### config.mk
export PLATFORM = sky130hd
export DESIGN_NAME = q2e_prerot
export DESIGN_NICKNAME = d
export VERILOG_FILES = /design/src/hdl/q2e_pkg.sv /design/src/hdl/q2e_prerot.sv
export SDC_FILE = /design/constraint.sdc
export NUM_CORES = 1
export LEC_CHECK = 0
export ABC_AREA = 1
export ABC_CLOCK_PERIOD_IN_PS = 15180
export BUFFER_PORTS_ARGS = -buffer_cell sky130_fd_sc_hd__buf_2
export CAP_MARGIN = 40
export CELL_PAD_IN_SITES_DETAIL_PLACEMENT = 2
export CELL_PAD_IN_SITES_GLOBAL_PLACEMENT = 2
export CORE_AREA = 2 2 252 254
export CTS_CLUSTER_DIAMETER = 30
export DETAILED_ROUTE_END_ITERATION = 16
export DIE_AREA = 0 0 254 256
export PLACE_DENSITY_LB_ADDON = 0.1
export SYNTH_ARGS = -nofsm -noshare
export SYNTH_HDL_FRONTEND = slang
export SYNTH_SLANG_ARGS = --single-unit
### constraint.sdc
create_clock -name clk -period 15.18 [get_ports clk]
set_input_delay 1.518 -clock clk [delete_from_list [all_inputs] [get_ports clk]]
set_output_delay 1.518 -clock clk [all_outputs]
set_load 0.01 [all_outputs]
### src/hdl/q2e_pkg.sv
`timescale 1ns / 1ps

package q2e_pkg;

    localparam int CORDIC_STEPS_DEF = 16;
    localparam int ATAN_LEN         = 24;
    localparam int SQRT_CELLS       = 32;
    localparam int WW               = 36;

    typedef logic signed [WW-1:0] wide_t;

    localparam wide_t ONE_Q30 = 36'sd1073741824;
    localparam wide_t PI_Q30  = 36'sd3373259426;

    typedef struct packed {
        wide_t sr;
        wide_t cr;
        wide_t sy;
        wide_t cy;
        wide_t sp;
        logic  clamp;
    } terms_t;

    typedef struct packed {
        logic [63:0] rem;
        logic [63:0] root;
        terms_t      t;
    } sqrt_t;

    typedef struct packed {
        wide_t x;
        wide_t y;
        wide_t z;
        logic  zero;
    } lane_t;

    typedef struct packed {
        lane_t [2:0] lane;
        logic        clamp;
    } rot_t;

    function automatic logic [29:0] atan_step(input int i);
        logic [29:0] a;
        unique case (i)
            0:       a = 30'd843314856;
            1:       a = 30'd497837829;
            2:       a = 30'd263043836;
            3:       a = 30'd133525158;
            4:       a = 30'd67021686;
            5:       a = 30'd33543515;
            6:       a = 30'd16775850;
            7:       a = 30'd8388437;
            8:       a = 30'd4194282;
            9:       a = 30'd2097149;
            10:      a = 30'd1048575;
            11:      a = 30'd524287;
            12:      a = 30'd262143;
            13:      a = 30'd131071;
            14:      a = 30'd65535;
            15:      a = 30'd32767;
            16:      a = 30'd16383;
            17:      a = 30'd8191;
            18:      a = 30'd4095;
            19:      a = 30'd2047;
            20:      a = 30'd1023;
            21:      a = 30'd511;
            22:      a = 30'd255;
            23:      a = 30'd127;
            default: a = 30'd0;
        endcase
        return a;
    endfunction

endpackage

### src/hdl/q2e_prerot.sv
`timescale 1ns / 1ps

module q2e_prerot
    import q2e_pkg::*;
(
    input  logic  clk,
    input  logic  rst_n,
    input  logic  in_valid,
    output logic  in_ready,
    input  sqrt_t in_data,
    output logic  out_valid,
    input  logic  out_ready,
    output rot_t  out_data
);

    logic  valid_reg;
    rot_t  data_reg, data_next;
    wide_t ys [3];
    wide_t xs [3];

    assign in_ready = !valid_reg || out_ready;

    always_comb
    begin
        ys[0] = in_data.t.sr;
        xs[0] = in_data.t.cr;
        ys[1] = in_data.t.sp;
        xs[1] = wide_t'({1'b0, in_data.root[30:0]});
        ys[2] = in_data.t.sy;
        xs[2] = in_data.t.cy;
        data_next.clamp = in_data.t.clamp;
        for (int i = 0; i < 3; i++)
        begin
            data_next.lane[i].zero = (xs[i] == '0) && (ys[i] == '0);
            data_next.lane[i].x    = xs[i];
            data_next.lane[i].y    = ys[i];
            data_next.lane[i].z    = '0;
            if (xs[i][WW-1])
            begin
                data_next.lane[i].x = -xs[i];
                data_next.lane[i].y = -ys[i];
                data_next.lane[i].z = ys[i][WW-1] ? -PI_Q30 : PI_Q30;
            end
        end
    end

    always_ff @(posedge clk or negedge rst_n)
    begin
        if (!rst_n)
        begin
            valid_reg <= 1'b0;
        end
        else if (in_ready)
        begin
            valid_reg <= in_valid;
        end
    end

    always_ff @(posedge clk)
    begin
        if (in_ready && in_valid)
        begin
            data_reg <= data_next;
        end
    end

    assign out_valid = valid_reg;
    assign out_data  = data_reg;

endmodule

== After elaboration in Yosys (flattened, before gate mapping) ==
Cells that the tools add are included.
Operators by class
  muxes and demuxes: 4
  add/subtract/negate cells: 4
  reductions and logical operators: 12
Operators by type and width (count)
  $mux W107: 2
  $logic_not A36 Y1: 5
  $neg A36 Y36: 4
  $mux W36: 2
  $logic_not A31 Y1: 1
  $logic_and A1 B1 Y1: 4
  $logic_not A1 Y1: 1
  $logic_or A1 B1 Y1: 1
Word-level totals
  logic and storage cells: 35
  output and inout port bits: 330
  register bits: 288

== Logic depth before layout (Yosys ltp) ==
Gate-level depths: netlist of run 1.
  depth after elaboration: 3
  mapped depth: 9
  mapped depth without buffers: 9

== Worst setup path after synthesis of run 1 ==
Ideal clock, no wire load.
  path kind: input port to flip-flop
  start: input port in_valid
  end: register data_reg (netlist bit out_data[0]) (enable)
  arrival: 12164 ps
  stages: 2
  path slack: 2140 ps
  cells stage by stage: inv_1 -> a21oi_1
On the way
  cells in the longest elaborated chain, start to end: 1
RTL lines
  from (decl): line q2e_prerot.sv:8  | input logic in_valid,
  $logic_and A1 B1 Y1: line q2e_prerot.sv:61  | if (in_ready && in_valid)
  to (signal assigned): line q2e_prerot.sv:63  | data_reg <= data_next;
  to (decl): line q2e_prerot.sv:17  | rot_t data_reg, data_next;
No other way between the ends.
A chain may end at the register's enable or synchronous reset.

== Worst setup path after layout of run 1 ==
  start: input port out_ready
  end: output port in_ready
On the way
  cells in the longest elaborated chain, start to end: 1
RTL lines
  from (decl): line q2e_prerot.sv:12  | input logic out_ready,
  $logic_or A1 B1 Y1: line q2e_prerot.sv:21  | assign in_ready = !valid_reg || out_ready;
  to (decl): line q2e_prerot.sv:9  | output logic in_ready,
No other way between the ends.

==> out/qor.csv, run 1 <==
metric;value;unit
cts_hold_buf;0;
cts_tree;done;
drv_slew;0;
ys_warn_count;0;
fin_setup_tns;0;ns
power_density;142.1;mW/mm²
layout-drive-gt1-share;36.48;%
avgSynthCellArea;9.288;µm²
drt_iter0_markers;388;
ys.flop_type;edfxtp_1;
routabilityCongestion;0.7712;
fin_area;0.01761;mm²
placed_cell_area;0.01509;mm²
row_count;92;
synth_edf_count;221;
fin_util;28.22;%
crit_type;primary input to primary output;
holdCritStartpoint;out_valid;
portBuffers;502;
worst_slack;11.71;ns
start_util;19.61;%
finalCriticalPeriod;3.469;ns
die_w;254;µm
cts_buffers;77;
finalSetupViolCount;0;
crit_required;13.66;ns
hold_end;out_valid;
ys_seq_elements;222;
wl;52.12;mm
num_vias;11010;
num-nets-final;2137;
clkSlewWorstSetupHoldPaths;0.04;ns
syn_area;0.01223;mm²
antenna_found_initial;16;
dr.pass1.iters;4;
cp-start-kind;primary input;
end_kind;primary output;
area_growth;43.95;%
drc;0;
regToRegSetupSlack;12.52;ns
clock_path_buffers;3;
synth.distinct_cells;34;
max-slew-margin-rel;31.19;%
grt_pass1_wl;76.07;mm
cp.arrival;1.95;ns
ff2ff_path_depth;3;
finalHoldViolCount;0;
routed_via_density;4.027;
ir_drop;0.06408;mV
critPathMaxFanout;2;
ant_nets;0;
outcome;completed;
die_height;256;µm
root_buffer;clkbuf_16;
leakagePower;7.669;nW
fin_crit_sh;22.85;%
ioPinCount;643;
final_cell_mix;502 x buf_2, 352 x nand2_1, 221 x edfxtp_1;
fin_skew;0.02709;ns
grt_overflow;0;
ctsResizeCount;0;
dpl.hpwl;41.46;mm
dieArea;0.06502;mm²
gr-usage-all-layers;15.68;%
clkSinkCount;222;
synthesis.instances;1317;
cts_setup_buffers;0;
final_common_cell;buf_2;
synthArstFlopShare;0.4505;%
holdPathStages;2;
cap_violations;0;
ys_seq_area_share;54.46;%
tightest_slew;1.032;ns
core-area;0.06239;mm²
reg2reg_to;out_data[327];
dp_slack;11.27;ns
cts_htree_levels;3;
grt_max_degree;172;
timing.fmax;0.2883;GHz
grt_pass1_vias;11950;
clk_latency;0.59;ns
routedWlPerCell;19.07;µm
hold_class;flop to flop;
r2r_start;out_valid;
whs;0.6006;ns
rsz0062_at_grt;false;
## synthesized netlist by cell type, types with 2 or more instances
master | n | area, µm²
nand3_1 | 81 | 405.4
inv_2 | 2 | 7.510
nor3_1 | 6 | 30.03
inv_1 | 87 | 326.6
buf_2 | 8 | 40.04
nor2_4 | 16 | 180.2
nor2_1 | 199 | 747.0
o21ai_2 | 5 | 43.79
nand2_2 | 6 | 37.54
xor2_1 | 36 | 315.3
xnor2_1 | 41 | 359.1
nand3b_1 | 4 | 30.03
buf_6 | 3 | 33.78
ha_1 | 4 | 50.05
buf_4 | 113 | 848.3
nor2_2 | 27 | 168.9
o21ai_0 | 28 | 140.1
a21oi_1 | 5 | 25.02
o21ai_1 | 14 | 70.07
nor3b_1 | 2 | 15.01
nand4_1 | 43 | 269.0
nand2_1 | 352 | 1321
edfxtp_1 | 221 | 6636
nor4_1 | 4 | 25.02
## per-stage QoR
stage          total power [mW]  instances
6_report                  2.502       2733
2_1_floorplan            0.9119       1359
3_3_place_gp              1.014       2587
3_5_place_dp              1.018       2587
4_1_cts                   2.554       2729
5_1_grt                   2.618       2730
## worst max path at each step
stage	endpoint	start	depth (start not counted)
6_report	in_ready	out_ready	4
5_1_grt	in_ready	out_ready	4
4_1_cts	in_ready	out_ready	4
3_5_place_dp	out_data[50]	out_ready	5
3_3_place_gp	out_data[265]	out_ready	5
2_1_floorplan	out_data[0]	in_valid	2
## registers in the layout, indices dropped and copies added, names as in the netlist
signal and cells:
out_data 221, out_valid 1
## power by group
part           internal [mW]  switching [mW]
sequential             0.730          0.0123
clock                   1.03           0.473
combinational         0.0868           0.172
## routing by layer
metal  track usage (%)  vias up  part of all wire (%)
met3             5.685      107                   8.3
met5                 0        -                  0.26
met4             5.245       20                   2.4
li1                  -     5261                     -
met1             18.38     5217                    41
met2             26.36      401                    48
## area by class of cell
| type | instances | area [µm²] |
|---|---|---|
| Antenna cell | 4 | 10.01 |
| Clock buffer | 87 | 1964 |
| Clock inverter | 55 | 541.8 |
| Fill cell | 7160 | 44780 |
| Inverter | 90 | 340.3 |
| Multi-Input combinational cell | 923 | 4477 |
| Sequential cell | 222 | 6661 |
| Tap cell | 846 | 1059 |
| Timing Repair Buffer | 506 | 2555 |
## worst max-delay path, stage by stage
cell	delay, ns
buf_2	0.10
inv_1	0.10
nand2_1	0.09
buf_2	0.15
## cell families after synthesis
group	Yosys count	synth area share, %
buffers and inverters	214	10.32
AO/OA/AOI/OAI	53	2.342
XOR/XNOR	77	5.513
AND/OR/NAND/NOR	746	26.92
adder cells (fa/ha/maj)	4	0.4092
flip-flops	222	54.46
other	1	0.03066
Power figures use the tool's default switching activity.
==> inputs of run 2 (changes only) <==
--- a/config.mk
+++ b/config.mk
@@ -6,15 +6,15 @@
 export NUM_CORES = 1
 export LEC_CHECK = 0
 export ABC_AREA = 1
-export ABC_CLOCK_PERIOD_IN_PS = 15180
+export ABC_CLOCK_PERIOD_IN_PS = 2900
 export BUFFER_PORTS_ARGS = -buffer_cell sky130_fd_sc_hd__buf_2
 export CAP_MARGIN = 40
 export CELL_PAD_IN_SITES_DETAIL_PLACEMENT = 2
 export CELL_PAD_IN_SITES_GLOBAL_PLACEMENT = 2
-export CORE_AREA = 2 2 252 254
+export CORE_AREA = 2 2 248 250
 export CTS_CLUSTER_DIAMETER = 30
 export DETAILED_ROUTE_END_ITERATION = 16
-export DIE_AREA = 0 0 254 256
+export DIE_AREA = 0 0 250 252
 export PLACE_DENSITY_LB_ADDON = 0.1
 export SYNTH_ARGS = -nofsm -noshare
 export SYNTH_HDL_FRONTEND = slang
==> constraint.sdc (replaced) <==
create_clock -name clk -period 2.9 [get_ports clk]
set_input_delay 0.29 -clock clk [delete_from_list [all_inputs] [get_ports clk]]
set_output_delay 0.29 -clock clk [all_outputs]
set_load 0.01 [all_outputs]
==> run 2 against run 1 <==
Against the previous run: sequential share of layout area down 2.0 points; clock skew down 0.0092 ns; power rose to 5.5 times the previous value; die area down 3.1%; largest cell class unchanged.
==> out/qor.csv, run 2 (synthesis results as in run 1) <==
metric;value;unit;change
outcome;completed;;unchanged
placed_cell_area;0.01509;mm²;about the same
final_common_cell;buf_2;;unchanged
portBuffers;502;;unchanged
drc;0;;unchanged
area_growth;51.93;%;was 43.95%
max_stage_delay;0.69;ns;was 0.15 ns
r2r_start;out_valid;;unchanged
routedWlPerCell;19.86;µm;was 19.07 µm
fin_crit_sh;62.46;%;
antenna_found_initial;11;;was 16
finalCriticalPeriod;1.811;ns;
ioPinCount;643;;unchanged
finalSetupViolCount;0;;unchanged
routed_via_density;4.146;;was 4.027
holdPathStages;2;;unchanged
clk_latency;0.59;ns;about the same
cts_tree;done;;unchanged
cp.arrival;1.52;ns;was 1.95 ns
ctsResizeCount;0;;unchanged
drv_slew;0;;unchanged
dr.pass1.iters;4;;unchanged
rsz0062_at_grt;false;;unchanged
grt_max_degree;66;;was 172
die_w;250;µm;was 254 µm
critPathMaxFanout;15;;was 2
start_util;20.34;%;was 19.61%
leakagePower;8.117;nW;was 7.669 nW
final_cell_mix;502 x buf_2, 352 x nand2_1, 221 x edfxtp_1;;unchanged
fin_skew;0.01785;ns;was 0.02709 ns
end_kind;primary output;;unchanged
root_buffer;clkbuf_16;;unchanged
grt_overflow;0;;unchanged
reg2reg_to;out_data[42];;was out_data[327]
cts_buffers;75;;was 77
dieArea;0.06300;mm²;was 0.06502 mm²
drt_iter0_markers;321;;was 388
gr-usage-all-layers;17.11;%;was 15.68%
regToRegSetupSlack;1.24;ns;was 12.52 ns
power_density;742.4;mW/mm²;was 142.1 mW/mm²
cpMaxStageDelayCell;edfxtp_1;;was buf_2
row_count;90;;was 92
worstPathCellList;buf_2;;was buf_2 > inv_1 > nand2_1 > buf_2
routabilityCongestion;0.8050;;was 0.7712
wl;54.81;mm;was 52.12 mm
cts_htree_levels;3;;unchanged
ff2ff_path_depth;2;;was 3
layout-drive-gt1-share;34.91;%;was 36.48%
crit_type;flop to primary output;;was primary input to primary output
crit_family;flip-flops;;was buffers and inverters
num-nets-final;2228;;was 2137
holdCritStartpoint;in_data[133];;was out_valid
crit_required;2.61;ns;was 13.66 ns
cap_violations;0;;unchanged
largest_reg_flops;221;;unchanged
finalHoldViolCount;0;;unchanged
num_vias;11440;;was 11010
fin_util;30.91;%;was 28.22%
core-area;0.06013;mm²;was 0.06239 mm²
worst_slack;1.089;ns;was 11.71 ns
fin_setup_tns;0;ns;unchanged
die_height;252;µm;was 256 µm
tightest_slew;0.5837;ns;was 1.032 ns
hold_class;primary input to flop;;was flop to flop
clkSinkCount;222;;unchanged
critPathBufInv;1;;was 3
fillers;6876;;was 7160
dp_slack;1.017;ns;was 11.27 ns
dpl.hpwl;43.23;mm;was 41.46 mm
timing.fmax;0.5521;GHz;
max-slew-margin-rel;60.67;%;was 31.19%
grt_pass1_wl;80.45;mm;was 76.07 mm
fin_area;0.01858;mm²;was 0.01761 mm²
hold_end;out_data[98];;was out_valid
power;13.80;mW;was 2.502 mW
grt_pass1_vias;12420;;was 11950
clock_path_buffers;3;;unchanged
cp-start-kind;flop;;was primary input
ir_drop;0.3572;mV;was 0.06408 mV
ant_nets;0;;unchanged
clkSlewWorstSetupHoldPaths;0.04;ns;about the same
## run 2: worst max-delay path by stage
stage               slack, ns          from       endpoint  cells after the start
CTS                      1.01  out_data[33]   out_data[20]                      1
global route             0.93  in_data[109]  out_data[108]                     11
detailed placement       1.02  in_data[109]   out_data[94]                      9
finish                   1.09  out_data[33]   out_data[19]                      1
floorplan               -1.62     out_valid    out_data[0]                      1
global placement         1.03  in_data[109]   out_data[94]                      9
## run 2: power by group
group / switching [mW] / total (mW) / leakage (nW) / internal, mW
clock: 2.41 / 8.43 / 1.27 / 6.01
sequential: 0.0694 / 3.89 / 2.12 / 3.82
combinational: 0.941 / 1.48 / 4.72 / 0.544
## run 2: layer usage
metal	GRT usage (%)	wire (µm)
met1	19.74	22450
met2	29.94	27080
met3	5.829	4227
met4	5.081	991
met5	0	65
## run 2: what timing repair did
| action | in CTS | in global routing |
|---|---|---|
| hold buffers | 86 | 0 |
| endpoints found under the hold margin | 84 | 0 |
| buffers inserted | 0 | 0 |
## run 2: stage by stage
| step | hold slack (ns) | std cells |
|---|---|---|
| floorplan | -0.005591 | 1359 |
| finish | 0.04109 | 2760 |
| CTS | 0.0002383 | 2753 |
| global placement | 0.06613 | 2530 |
| global route | 0.01825 | 2754 |
| detailed placement | 0.06920 | 2530 |
## run 2: cell type report
class	count	area [µm²]	area share (%)
antenna	7	17.52	0.09426
multi-input combinational	923	4477	24.09
tap	782	978.4	5.265
inverter	90	340.3	1.831
clock inverter	57	719.4	3.871
sequential	222	6663	35.85
timing repair buffer	599	3493	18.80
clock buffer	80	1896	10.20
