<file path="src/hdl/q2e_pkg.sv">
`timescale 1ns / 1ps

package q2e_pkg;

    localparam int CORDIC_STEPS_DEF = 16;
    localparam int ATAN_LEN         = 24;
    localparam int SQRT_CELLS       = 32;
    localparam int WW               = 36;

    typedef logic signed [WW-1:0] wide_t;

    localparam wide_t ONE_Q30 = 36'sd1073741824;
    localparam wide_t PI_Q30  = 36'sd3373259426;

    typedef struct packed {
        wide_t sr;
        wide_t cr;
        wide_t sy;
        wide_t cy;
        wide_t sp;
        logic  clamp;
    } terms_t;

    typedef struct packed {
        logic [63:0] rem;
        logic [63:0] root;
        terms_t      t;
    } sqrt_t;

    typedef struct packed {
        wide_t x;
        wide_t y;
        wide_t z;
        logic  zero;
    } lane_t;

    typedef struct packed {
        lane_t [2:0] lane;
        logic        clamp;
    } rot_t;

    function automatic logic [29:0] atan_step(input int i);
        logic [29:0] a;
        unique case (i)
            0:       a = 30'd843314856;
            1:       a = 30'd497837829;
            2:       a = 30'd263043836;
            3:       a = 30'd133525158;
            4:       a = 30'd67021686;
            5:       a = 30'd33543515;
            6:       a = 30'd16775850;
            7:       a = 30'd8388437;
            8:       a = 30'd4194282;
            9:       a = 30'd2097149;
            10:      a = 30'd1048575;
            11:      a = 30'd524287;
            12:      a = 30'd262143;
            13:      a = 30'd131071;
            14:      a = 30'd65535;
            15:      a = 30'd32767;
            16:      a = 30'd16383;
            17:      a = 30'd8191;
            18:      a = 30'd4095;
            19:      a = 30'd2047;
            20:      a = 30'd1023;
            21:      a = 30'd511;
            22:      a = 30'd255;
            23:      a = 30'd127;
            default: a = 30'd0;
        endcase
        return a;
    endfunction

endpackage

</file>
<file path="src/hdl/q2e_sqrt_cell.sv">
`timescale 1ns / 1ps

module q2e_sqrt_cell
    import q2e_pkg::*;
#(
    parameter int STEP = 0
)
(
    input  logic  clk,
    input  logic  rst_n,
    input  logic  in_valid,
    output logic  in_ready,
    input  sqrt_t in_data,
    output logic  out_valid,
    input  logic  out_ready,
    output sqrt_t out_data
);

    localparam logic [63:0] BIT = 64'd1 << (62 - 2 * STEP);

    logic        valid_reg;
    sqrt_t       data_reg, data_next;
    logic [63:0] trial;

    assign in_ready = !valid_reg || out_ready;

    always_comb
    begin
        trial     = in_data.root + BIT;
        data_next = in_data;
        if (in_data.rem >= trial)
        begin
            data_next.rem  = in_data.rem - trial;
            data_next.root = (in_data.root >> 1) + BIT;
        end
        else
        begin
            data_next.root = in_data.root >> 1;
        end
    end

    always_ff @(posedge clk or negedge rst_n)
    begin
        if (!rst_n)
        begin
            valid_reg <= 1'b0;
        end
        else if (in_ready)
        begin
            valid_reg <= in_valid;
        end
    end

    always_ff @(posedge clk)
    begin
        if (in_ready && in_valid)
        begin
            data_reg <= data_next;
        end
    end

    assign out_valid = valid_reg;
    assign out_data  = data_reg;

endmodule

</file>
<file path="config.mk">
export PLATFORM = sky130hd
export DESIGN_NAME = q2e_sqrt_cell
export DESIGN_NICKNAME = d
export VERILOG_FILES = /design/src/hdl/q2e_pkg.sv /design/src/hdl/q2e_sqrt_cell.sv
export SDC_FILE = /design/constraint.sdc
export NUM_CORES = 1
export LEC_CHECK = 0
export ABC_AREA = 1
export BUFFER_PORTS_ARGS = -buffer_cell sky130_fd_sc_hd__clkbuf_2
export CAP_MARGIN = 20
export CORE_AREA = 2 2 245 247
export CTS_CLUSTER_DIAMETER = 60
export CTS_CLUSTER_SIZE = 30
export DETAILED_ROUTE_END_ITERATION = 10
export DIE_AREA = 0 0 247 249
export PLACE_DENSITY = 0.55
export SYNTH_ARGS = -nofsm -noshare
export SYNTH_HDL_FRONTEND = slang
export SYNTH_SLANG_ARGS = --single-unit
</file>
<file path="constraint.sdc">
create_clock -name clk -period 26.4 [get_ports clk]
set_clock_uncertainty 0.1 [all_clocks]
set_input_delay 5.28 -clock clk [delete_from_list [all_inputs] [get_ports clk]]
set_output_delay 5.28 -clock clk [all_outputs]
set_load 0.05 [all_outputs]
</file>
---- Yosys cells after proc, flatten, opt, wreduce, memory -nomap -nowiden ----
Index checks and enable logic that the tools add are counted.
word-level totals
  flip-flop bits (word level) ............. 310
  output and inout port bits .............. 311
cells by class
  add/sub/neg operators ................... 3
  order comparisons ....................... 1
  muxes and demuxes ....................... 2
  reductions and logical operators ........ 3
operator list
  cell                      number
  $add A63 B63 Y64 const B  1
  $add A64 B63 Y64 const B  1
  $ge A64 B64 Y1            1
  $mux W64                  1
  $sub A64 B64 Y64          1
  $mux W63                  1
  $logic_and A1 B1 Y1       1
  $logic_not A1 Y1          1
  $logic_or A1 B1 Y1        1

---- Longest topological paths before layout ----
Gate-level depths: netlist of run 1.
  depth in word-level cells ............... 3
  mapped depth ............................ 18

---- Worst setup path after synthesis of run 1 ----
OpenSTA, ideal clock, no wires.
  path type ............................... input-to-reg
  start ................................... in in_valid
  end ..................................... reg data_reg, in the netlist out_data[0], enable pin
  library setup time ...................... 1.081 ns
  data arrival time ....................... 20.129 ns
  setup slack ............................. 5.091 ns
  cell stages on the path ................. 2
  path through ............................ inv_1 > a21oi_1
between the ends
  longest elaborated chain between the ends .. 1
RTL lines
  element                 line                 text
  start: declaration      q2e_sqrt_cell.sv:11  input logic in_valid,
  $logic_and A1 B1 Y1     q2e_sqrt_cell.sv:56  if (in_ready && in_valid)
  end signal: assignment  q2e_sqrt_cell.sv:58  data_reg <= data_next;
  end: declaration        q2e_sqrt_cell.sv:22  sqrt_t data_reg, data_next;
No other way between the ends.
A chain may end at the register's enable or synchronous reset.

---- Worst setup path in the final report of run 1 ----
  start ................................... in out_ready
  end ..................................... out in_ready
between the ends
  longest elaborated chain between the ends .. 1
RTL lines
  element             line                 text
  start: declaration  q2e_sqrt_cell.sv:15  input logic out_ready,
  $logic_or A1 B1 Y1  q2e_sqrt_cell.sv:25  assign in_ready = !valid_reg || out_ready;
  end: declaration    q2e_sqrt_cell.sv:12  output logic in_ready,
No other way between the ends.

==> impl_metrics.env, run 1 <==
export IMPL_wl_per_cell_um=22.1
export IMPL_cp_buffers_inverters=3
export IMPL_drt_total_wl_mm=74.2
export IMPL_regArea_sq_um=9300
export IMPL_total_power_w=0.00146
export IMPL_drc=0
export IMPL_initial_utilization=0.280
export IMPL_r2r_start="out_valid"
export IMPL_grt_max_degree=79
export IMPL_critPathTopFamily="buffers and inverters"
export IMPL_netlist_top_cells_count="nand2_1 (760), inv_1 (399), edfxtp_1 (309)"
export IMPL_setup_viol=0
export IMPL_multi_input_area_sq_um=5510
export IMPL_cpMostUsedCell="clkbuf_2"
export IMPL_postCtsSetupRepairBufs=0
export IMPL_die_x_um=247
export IMPL_worst_slew_pin_transition_ns=1.04
export IMPL_reg2reg_to="out_data[293]"
export IMPL_final_hold_viol_count=0
export IMPL_grtUsageTotal=0.234
export IMPL_syn_nets=2278
export IMPL_synth_seq_cells=310
export IMPL_cts_sinks=310
export IMPL_tritoncts="yes"
export IMPL_endpoint="in_ready"
export IMPL_dp_hpwl_mm=63.4
export IMPL_timing_final_max_slew_violations=0
export IMPL_drt_first_iter_violations=1070
export IMPL_r2r_slack_ns=23.63
export IMPL_hold_ws_ns=0.514
export IMPL_grt_antenna_before_repair=16
export IMPL_post_route_min_period_ns=11.25
export IMPL_clk_path_buf_depth=3
export IMPL_vias=14800
export IMPL_ys_types=29
export IMPL_firstDrtPassIters=5
export IMPL_max_slew_margin_rel=0.310
export IMPL_synth_top_cell_by_area="edfxtp_1"
export IMPL_clk_latency_ns=0.62
export IMPL_drive_above_1_share=0.284
export IMPL_rows=89
export IMPL_synth_area_sq_um=16400
export IMPL_cts_hold_buf=0
export IMPL_r2r_worst_path_cells=3
export IMPL_fillers=6139
export IMPL_grt_setup_unrepaired="false"
export IMPL_crit_arrival_ns=5.87
export IMPL_crit_start="out_ready"
export IMPL_fin_setup_tns_ns=0
export IMPL_cts_made_buffers=31
export IMPL_place_congestion=0.933
export IMPL_core_area_sq_um=58700
export IMPL_cp_required_ns=21.02
export IMPL_synth_cells=1900
export IMPL_overflow=0
export IMPL_yosys_top_cells_area="edfxtp_1 (56%), nand2_1 (17%), inv_1 (9.1%)"
export IMPL_ant_nets=0
export IMPL_yosysSeqAreaShare=0.566
export IMPL_crit_path_start_kind="primary input"
export IMPL_post_route_period_util=0.426
export IMPL_avgSynthCellArea_sq_um=8.65
export IMPL_syn2layout_area_growth_pct=31.6
export IMPL_p_per_area_nw_per_um2=67.3
export IMPL_die_h_um=249
export IMPL_hold_path_class="reg -> reg"
export IMPL_yosysMostFrequentCell="nand2_1"
export IMPL_grt_pass1_vias=14900
export IMPL_htree_levels=1
export IMPL_drv_cap=0
export IMPL_fmax_ghz=0.0889
export IMPL_status="complete, no violations"
export IMPL_port_buffer_count=623
export IMPL_ctsResizeCount=0
export IMPL_synth_top_area_share=0.564
export IMPL_critical_path_class="in -> out"
export IMPL_cp_depth=4
export IMPL_synth_edf_count=309
export IMPL_timing_critical_path_cells="clkbuf_2 -> inv_1 -> nand2_1 -> clkbuf_2"
export IMPL_boundaryPins=624
export IMPL_end_kind="primary output"
export IMPL_worst_path_max_fanout=2
export IMPL_power_leakage_nw=11.3
export IMPL_yosys_warnings=0
export IMPL_crit_slowest_cell="clkbuf_2"
export IMPL_clkTransAtPathRegs_ns=0.08
export IMPL_synthFlopType="edfxtp_1"
export IMPL_fin_util=0.369
export IMPL_cpPeakStageDelay_ns=0.32
export IMPL_max_vdd_ir_drop_v=0.0000588
export IMPL_final_nets=2926
export IMPL_grt_pass1_wl_mm=102
export IMPL_die_area_sq_um=61500
export IMPL_drt_vias_per_instance=4.40
export IMPL_root_buffer="clkbuf_16"
export IMPL_ys_async_sr_fraction=0.00323
where the power goes:
group	leakage (nW)	switching (W)	internal, W
sequential	2.96	0.0000109	0.000585
clock	0.556	0.000234	0.000252
combinational	7.83	0.000284	0.0000889
total	11.3	0.000529	0.000926
cell type report:
cell class                 count  area share
sequential                   310       0.430
multi-input combinational   1167       0.255
timing repair buffer         628       0.146
inverter                     410      0.0712
tap                          773      0.0447
clock buffer                  31      0.0359
clock inverter                27      0.0169
antenna                        6    0.000694
registers in the layout (all words and copies together), names as in the netlist:
name	count
out_data	309
out_valid	1
metrics by stage:
stage,instances,cell area [sq um],setup WS [ns]
detailed placement,3288,20500,15.15
global placement,3288,20500,15.14
CTS,3346,21600,15.15
finish,3352,21600,15.15
global route,3346,21600,15.13
floorplan,1900,16400,5.09
cell families after synthesis:
family	Yosys count	synth area share
AO/OA/AOI/OAI	53	0.0164
XOR/XNOR	32	0.0170
adder cells (fa/ha/maj)	65	0.0499
buffers and inverters	423	0.0997
flip-flops	310	0.566
AND/OR/NAND/NOR	1017	0.251
layout by cell type, fill, tap and decap left out, types with 8 or more instances in the layout:
cell       count
nand2_1      760
clkbuf_2     623
inv_1        399
edfxtp_1     309
nor2_1       114
nand3_1       79
ha_1          64
a21oi_1       43
clkbuf_16     31
xor2_1        30
nand4_1       20
nand3_2       11
inv_2         10
nand2_2        8
nor2_2         8
clkinv_8       8
how the worst min path moves through the flow:
stage / cells after the start / from / to
CTS: 2 / out_valid / out_valid
global route: 2 / out_valid / out_valid
global placement: 2 / out_valid / out_valid
floorplan: 2 / out_valid / out_valid
detailed placement: 2 / out_valid / out_valid
finish: 2 / out_valid / out_valid
worst register-to-register path, stage by stage (launching register included):
cell and delay [ns]:
dfrtp_1 0.43, a21oi_4 0.16, buf_4 0.66, buf_4 0.99
per-layer routing:
layer  vias to the layer above  routed length [um]  global-route usage
met2                       463               38300               0.434
met4                        20                2020              0.0594
met3                        91                4980              0.0469
met5                         -                 138                   0
li1                       7224                   -                   -
met1                      6963               28700               0.271
No activity file was read; power rests on OpenSTA's default activity.
==> inputs of run 2 (changes only) <==
==> config.mk (replaced) <==
export PLATFORM = sky130hd
export DESIGN_NAME = q2e_sqrt_cell
export DESIGN_NICKNAME = d
export VERILOG_FILES = /design/src/hdl/q2e_pkg.sv /design/src/hdl/q2e_sqrt_cell.sv
export SDC_FILE = /design/constraint.sdc
export NUM_CORES = 1
export LEC_CHECK = 0
export ABC_AREA = 0
export BUFFER_PORTS_ARGS = -buffer_cell sky130_fd_sc_hd__clkbuf_2
export CAP_MARGIN = 20
export CORE_AREA = 2 2 240 242
export CTS_CLUSTER_DIAMETER = 60
export CTS_CLUSTER_SIZE = 30
export DETAILED_ROUTE_END_ITERATION = 10
export DIE_AREA = 0 0 242 244
export PLACE_DENSITY = 0.54
export SYNTH_ARGS = -nofsm -noshare
export SYNTH_HDL_FRONTEND = slang
export SYNTH_SLANG_ARGS = --single-unit
==> constraint.sdc (replaced) <==
create_clock -name clk -period 9.45 [get_ports clk]
set_clock_uncertainty 0.1 [all_clocks]
set_input_delay 1.89 -clock clk [delete_from_list [all_inputs] [get_ports clk]]
set_output_delay 1.89 -clock clk [all_outputs]
set_load 0.05 [all_outputs]
==> run 2 against run 1 <==
Net effect: register-to-register slack got worse by 16 ns; die area fell by 4.0%; hold slack got worse by 0.042 ns; combinational power rose by 150%; first-iteration DRC count fell by 28%; non-clock buffer count did not move; critical path type is now in -> reg; critical endpoint is now out_data[306]; highest routed layer unchanged.
==> impl_metrics.env, run 2 <==
export IMPL_end_kind="flop"
export IMPL_multi_input_area_sq_um=4610
export IMPL_grt_pass1_wl_mm=81.9
export IMPL_place_congestion=0.899
export IMPL_final_cell_mix="clkbuf_2 (623), edfxtp_1 (309), a21oi_1 (124), nor2_1 (109), nand2_1 (81)"
export IMPL_clockPowerShare=0.369
export IMPL_ys_types=66
export IMPL_worst_path_max_fanout=19
export IMPL_overflow=0
export IMPL_p_switching_w=0.00137
export IMPL_cts_sinks=310
export IMPL_cts_hold_buf=0
export IMPL_power_frac_comb=0.226
export IMPL_ctsResizeCount=0
export IMPL_netlist_top_cells_count="edfxtp_1 (309), a21oi_1 (124), nor2_1 (110)"
export IMPL_crit_arrival_ns=5.44
export IMPL_grt_setup_unrepaired="false"
export IMPL_power_leakage_nw=8.54
export IMPL_finalNonFillerCells=2574
export IMPL_worst_slew_pin_transition_ns=0.948
export IMPL_die_area_sq_um=59000
export IMPL_synth_seq_cells=310
export IMPL_port_buffer_count=623
export IMPL_setup_viol=0
export IMPL_initial_utilization=0.257
export IMPL_yosysSeqAreaShare=0.645
export IMPL_pwr_share_seq=0.405
export IMPL_die_x_um=242
export IMPL_syn_nets=1542
export IMPL_cp_required_ns=9.65
export IMPL_boundaryPins=624
export IMPL_clk_latency_ns=0.56
export IMPL_pre_cts_ws_ns=3.33
export IMPL_crit_path_start_kind="primary input"
export IMPL_post_route_worst_setup_slack_ns=4.21
export IMPL_htree_levels=2
export IMPL_yosys_top_cells_area="edfxtp_1 (64%), ha_1 (5.6%), a21oi_1 (4.3%)"
export IMPL_hold_path_class="reg -> reg"
export IMPL_timing_final_max_slew_violations=0
export IMPL_drt_vias_per_instance=4.66
export IMPL_fmax_ghz=0.191
export IMPL_postCtsSetupRepairBufs=0
export IMPL_largest_reg_flops=309
export IMPL_p_per_area_nw_per_um2=208
export IMPL_status="complete, no violations"
export IMPL_die_h_um=244
export IMPL_clk_path_buf_depth=3
export IMPL_drc=0
export IMPL_grt_antenna_before_repair=17
export IMPL_yosys_warnings=0
export IMPL_avgSynthCellArea_sq_um=12.4
export IMPL_post_route_min_period_ns=5.24
export IMPL_final_hold_viol_count=0
export IMPL_synth_top_area_share=0.643
export IMPL_grtUsageTotal=0.191
export IMPL_syn2layout_area_growth_pct=36.3
export IMPL_drt_first_iter_violations=767
export IMPL_cts_made_buffers=37
export IMPL_vias=12000
export IMPL_tritoncts="yes"
export IMPL_dp_cells=2502
export IMPL_final_nets=2164
export IMPL_post_route_period_util=0.555
export IMPL_grt_pass1_vias=11900
export IMPL_firstDrtPassIters=5
export IMPL_switching_share=0.335
export IMPL_fin_setup_tns_ns=0
export IMPL_max_vdd_ir_drop_v=0.000127
export IMPL_critical_path_class="in -> reg"
export IMPL_ys_async_sr_fraction=0.00323
export IMPL_dp_hpwl_mm=48.1
export IMPL_yosysMostFrequentCell="edfxtp_1"
export IMPL_synth_cells=1164
export IMPL_synthFlopType="edfxtp_1"
export IMPL_synth_area_sq_um=14400
export IMPL_drive_above_1_share=0.387
export IMPL_grt_max_degree=165
export IMPL_synth_edf_count=309
export IMPL_drt_total_wl_mm=58.7
export IMPL_wl_per_cell_um=22.8
export IMPL_rows=87
export IMPL_drv_cap=0
export IMPL_p_int_w=0.00272
export IMPL_layout_commonest_cell="clkbuf_2"
export IMPL_regArea_sq_um=9300
export IMPL_total_power_w=0.00410
export IMPL_max_slew_margin_rel=0.368
export IMPL_ant_nets=0
export IMPL_synth_top_cell_by_area="edfxtp_1"
export IMPL_hold_ws_ns=0.471
export IMPL_fillers=5689
export IMPL_clkTransAtPathRegs_ns=0.06
export IMPL_core_area_sq_um=56200
export IMPL_root_buffer="clkbuf_16"
==> run 2: cell types whose count changed after synthesis, moves of 36 or more <==
cell,delta
a21o_1,+36
a21oi_1,+80
inv_1,-319
nand2_1,-679
nand3_1,-66
o21ai_0,+48
==> run 2: final timing paths <==
check                             start             to  slack (ns)  depth (start not counted)
max                        in_data[202]  out_data[306]        4.21                         13
min                           out_valid      out_valid        0.47                          2
max reg2reg                   out_valid   out_data[63]        7.18                          3
min reg2reg                   out_valid      out_valid        0.47                          2
max in group asynchronous         rst_n      out_valid        8.17                          1
min in group asynchronous         rst_n      out_valid        1.00                          1
==> run 2: cell families after synthesis <==
family                   count (synthesis)  share of synthesized area
XOR/XNOR                                51                     0.0310
multiplexers                             1                   0.000694
AND/OR/NAND/NOR                        299                     0.0958
buffers and inverters                  125                     0.0354
adder cells (fa/ha/maj)                 65                     0.0569
AO/OA/AOI/OAI                          313                      0.135
flip-flops                             310                      0.645
==> run 2: area by class of cell <==
class                           count  area share
Multi-Input combinational cell    729       0.235
Antenna cell                        3    0.000382
Clock buffer                       40      0.0477
Sequential cell                   310       0.474
Tap cell                          756      0.0481
Inverter                           80      0.0153
Clock inverter                     28      0.0179
Timing Repair Buffer              628       0.162
==> run 2: power by group through the flow <==
stage	clock (W)	sequential, W	combinational (W)
floorplan	0	0.00200	0.000330
global placement	0	0.00169	0.000926
detailed placement	0	0.00169	0.000928
CTS	0.00156	0.00166	0.000932
global route	0.00161	0.00167	0.000990
finish	0.00151	0.00166	0.000925
==> run 2: through the flow <==
| step | util | cell area, sq um |
|---|---|---|
| 2_1_floorplan | - | 14400 |
| 3_3_place_gp | 0.326 | 18300 |
| 3_5_place_dp | 0.326 | 18300 |
| 4_1_cts | 0.349 | 19600 |
| 5_1_grt | 0.350 | 19600 |
| 6_report | 0.350 | 19600 |
==> run 2: worst max-delay path, cell delays in order <==
cell	delay [ns]
clkbuf_2	0.09
inv_1	0.04
ha_1	0.38
a21oi_1	0.27
inv_1	0.08
o31ai_1	0.29
o311ai_0	0.25
o21ai_0	0.57
a31oi_4	0.24
nor2_2	0.58
buf_4	0.40
a31oi_1	0.07
a32o_1	0.28
==> run 2: per-layer routing <==
metal,GRT usage,share of wire
met5,0,0.0025
met2,0.351,0.52
met3,0.0647,0.074
met4,0.0566,0.035
met1,0.206,0.37
==> inputs of run 3 (changes only) <==
==> config.mk (replaced) <==
export PLATFORM = sky130hd
export DESIGN_NAME = q2e_sqrt_cell
export DESIGN_NICKNAME = d
export VERILOG_FILES = /design/src/hdl/q2e_pkg.sv /design/src/hdl/q2e_sqrt_cell.sv
export SDC_FILE = /design/constraint.sdc
export NUM_CORES = 1
export LEC_CHECK = 0
export ABC_AREA = 1
export BUFFER_PORTS_ARGS = -buffer_cell sky130_fd_sc_hd__clkbuf_2
export CAP_MARGIN = 20
export CORE_AREA = 2 2 246 248
export CTS_CLUSTER_DIAMETER = 60
export CTS_CLUSTER_SIZE = 30
export DETAILED_ROUTE_END_ITERATION = 10
export DIE_AREA = 0 0 248 250
export PLACE_DENSITY = 0.56
export SYNTH_ARGS = -nofsm -noshare
export SYNTH_HDL_FRONTEND = slang
export SYNTH_SLANG_ARGS = --single-unit
==> constraint.sdc (replaced) <==
create_clock -name clk -period 4.55 [get_ports clk]
set_clock_uncertainty 0.1 [all_clocks]
set_input_delay 0.91 -clock clk [delete_from_list [all_inputs] [get_ports clk]]
set_output_delay 0.91 -clock clk [all_outputs]
set_load 0.05 [all_outputs]
==> run 3 against run 2 <==
Net effect: setup slack worse by 2.8 ns; first-iteration DRC count up 41%; combinational power up 130%; die area up 5.0%; via count up 22%; critical path depth up 6; register-to-register slack worse by 4.7 ns; design area up 11%; total power up 110%.
==> impl_metrics.env, run 3 (same netlist as run 1, synthesis figures left out) <==
export IMPL_final_cell_mix="nand2_1 (760), clkbuf_2 (623), inv_1 (397), edfxtp_1 (309), nor2_1 (114)"
export IMPL_htree_levels=2
export IMPL_grt_pass1_vias=14300
export IMPL_multi_input_area_sq_um=5510
export IMPL_max_vdd_ir_drop_v=0.000304
export IMPL_worst_slew_pin_transition_ns=0.693
export IMPL_largest_reg_flops=309
export IMPL_setup_viol=0
export IMPL_grt_pass1_wl_mm=101
export IMPL_pre_cts_ws_ns=0.883
export IMPL_drv_cap=0
export IMPL_cts_sinks=310
export IMPL_dp_cells=3301
export IMPL_p_per_area_nw_per_um2=396
export IMPL_drt_total_wl_mm=73.6
export IMPL_finalNonFillerCells=3370
export IMPL_cts_made_buffers=36
export IMPL_crit_arrival_ns=3.30
export IMPL_clockPowerShare=0.351
export IMPL_hold_path_class="in -> reg"
export IMPL_drt_first_iter_violations=1083
export IMPL_layout_commonest_cell="nand2_1"
export IMPL_p_switching_w=0.00316
export IMPL_post_route_min_period_ns=3.10
export IMPL_pwr_share_seq=0.399
export IMPL_fmax_ghz=0.323
export IMPL_boundaryPins=624
export IMPL_port_buffer_count=623
export IMPL_firstDrtPassIters=8
export IMPL_core_area_sq_um=59600
export IMPL_postCtsSetupRepairBufs=0
export IMPL_die_x_um=248
export IMPL_place_congestion=0.998
export IMPL_worst_path_max_fanout=37
export IMPL_clk_path_buf_depth=3
export IMPL_root_buffer="clkbuf_16"
export IMPL_tritoncts="yes"
export IMPL_drt_vias_per_instance=4.34
export IMPL_power_leakage_nw=11.4
export IMPL_initial_utilization=0.276
export IMPL_final_nets=2936
export IMPL_timing_final_max_slew_violations=0
export IMPL_drc=0
export IMPL_dp_hpwl_mm=62.2
export IMPL_final_hold_viol_count=0
export IMPL_max_slew_margin_rel=0.538
export IMPL_p_int_w=0.00548
export IMPL_clk_latency_ns=0.58
export IMPL_post_route_worst_setup_slack_ns=1.45
export IMPL_hold_ws_ns=0.398
export IMPL_switching_share=0.366
export IMPL_syn2layout_area_growth_pct=32.7
export IMPL_vias=14600
export IMPL_cp_required_ns=4.75
export IMPL_end_kind="flop"
export IMPL_grtUsageTotal=0.231
export IMPL_grt_max_degree=113
export IMPL_drive_above_1_share=0.287
export IMPL_die_area_sq_um=62000
export IMPL_rows=90
export IMPL_grt_antenna_before_repair=13
export IMPL_status="complete, no violations"
export IMPL_wl_per_cell_um=21.8
export IMPL_ctsResizeCount=0
export IMPL_critical_path_class="in -> reg"
export IMPL_fin_util=0.366
export IMPL_overflow=0
export IMPL_regArea_sq_um=9300
export IMPL_post_route_period_util=0.681
export IMPL_fillers=6297
export IMPL_die_h_um=250
export IMPL_clkTransAtPathRegs_ns=0.08
export IMPL_grt_setup_unrepaired="false"
export IMPL_ant_nets=0
export IMPL_crit_path_start_kind="primary input"
export IMPL_power_frac_comb=0.250
## run 3: cell count changes in the layout (fill, tap and decap cells not counted), moves of 11 or more
cell	previous run	this run
nand2_1	81	760
inv_1	80	397
a21oi_1	124	43
nand3_1	13	79
o21ai_0	55	7
a21o_1	36	0
xnor2_1	27	2
o21bai_1	18	0
nor3_1	21	7
inv_2	0	11
nand3_2	0	11
## run 3: layout make-up
cell class                 count  area share
antenna                        3    0.000344
clock buffer                  36      0.0413
clock inverter                29      0.0151
inverter                     410      0.0710
multi-input combinational   1167       0.253
sequential                   310       0.427
tap                          782      0.0449
timing repair buffer         633       0.148
## run 3: layer usage
| layer | routed length (um) | track usage | part of all wire |
|---|---|---|---|
| met4 | 2010 | 0.0671 | 0.027 |
| met2 | 38500 | 0.430 | 0.52 |
| met1 | 27700 | 0.258 | 0.38 |
| met3 | 5310 | 0.0544 | 0.072 |
| met5 | 128 | 0 | 0.0017 |
## run 3: power by group through the flow
stage	Sequential (W)	Clock (W)	Combinational, W
floorplan	0.00418	0	0.000800
global placement	0.00351	0	0.00217
detailed placement	0.00351	0	0.00218
CTS	0.00345	0.00313	0.00219
global route	0.00347	0.00323	0.00232
finish	0.00345	0.00303	0.00216
## run 3: critical path, cell delays in order
cell and delay [ns]:
clkbuf_2 0.07, inv_1 0.04, ha_1 0.20, fa_1 0.40, inv_1 0.10, nand3_1 0.12
nand2_4 0.12, nand2_2 0.05, nand2_2 0.13, nand2_2 0.06, nand2_2 0.11, nand2_2 0.08
nand3_2 0.10, nand2_2 0.07, nand2_4 0.22, inv_4 0.04, buf_4 0.26, nand2_1 0.11
nand2_1 0.06
## run 3: through the flow
step,cell area [sq um],power (W),TNS [ns]
6_report,21800,0.00865,0
5_1_grt,21800,0.00903,0
4_1_cts,21800,0.00877,0
3_5_place_dp,20600,0.00569,0
3_3_place_gp,20600,0.00569,0
2_1_floorplan,16500,0.00498,-610.16
## run 3: what timing repair did
action,4_1_cts,5_1_grt
setup endpoints to repair,0,0
endpoints found under the hold margin,1,0
hold buffers,1,0
## run 3: worst paths after layout
| kind | start | endpoint | slack, ns | cells past startpoint |
|---|---|---|---|---|
| worst min-delay path | in_data[57] | out_data[57] | 0.40 | 1 |
| max in group asynchronous | rst_n | out_valid | 3.73 | 2 |
| worst max register to register | out_valid | out_data[256] | 2.53 | 2 |
| worst max-delay path | in_data[245] | out_data[258] | 1.45 | 19 |
| min in group asynchronous | rst_n | out_valid | 0.54 | 2 |
| worst min register to register | out_valid | out_valid | 0.52 | 2 |
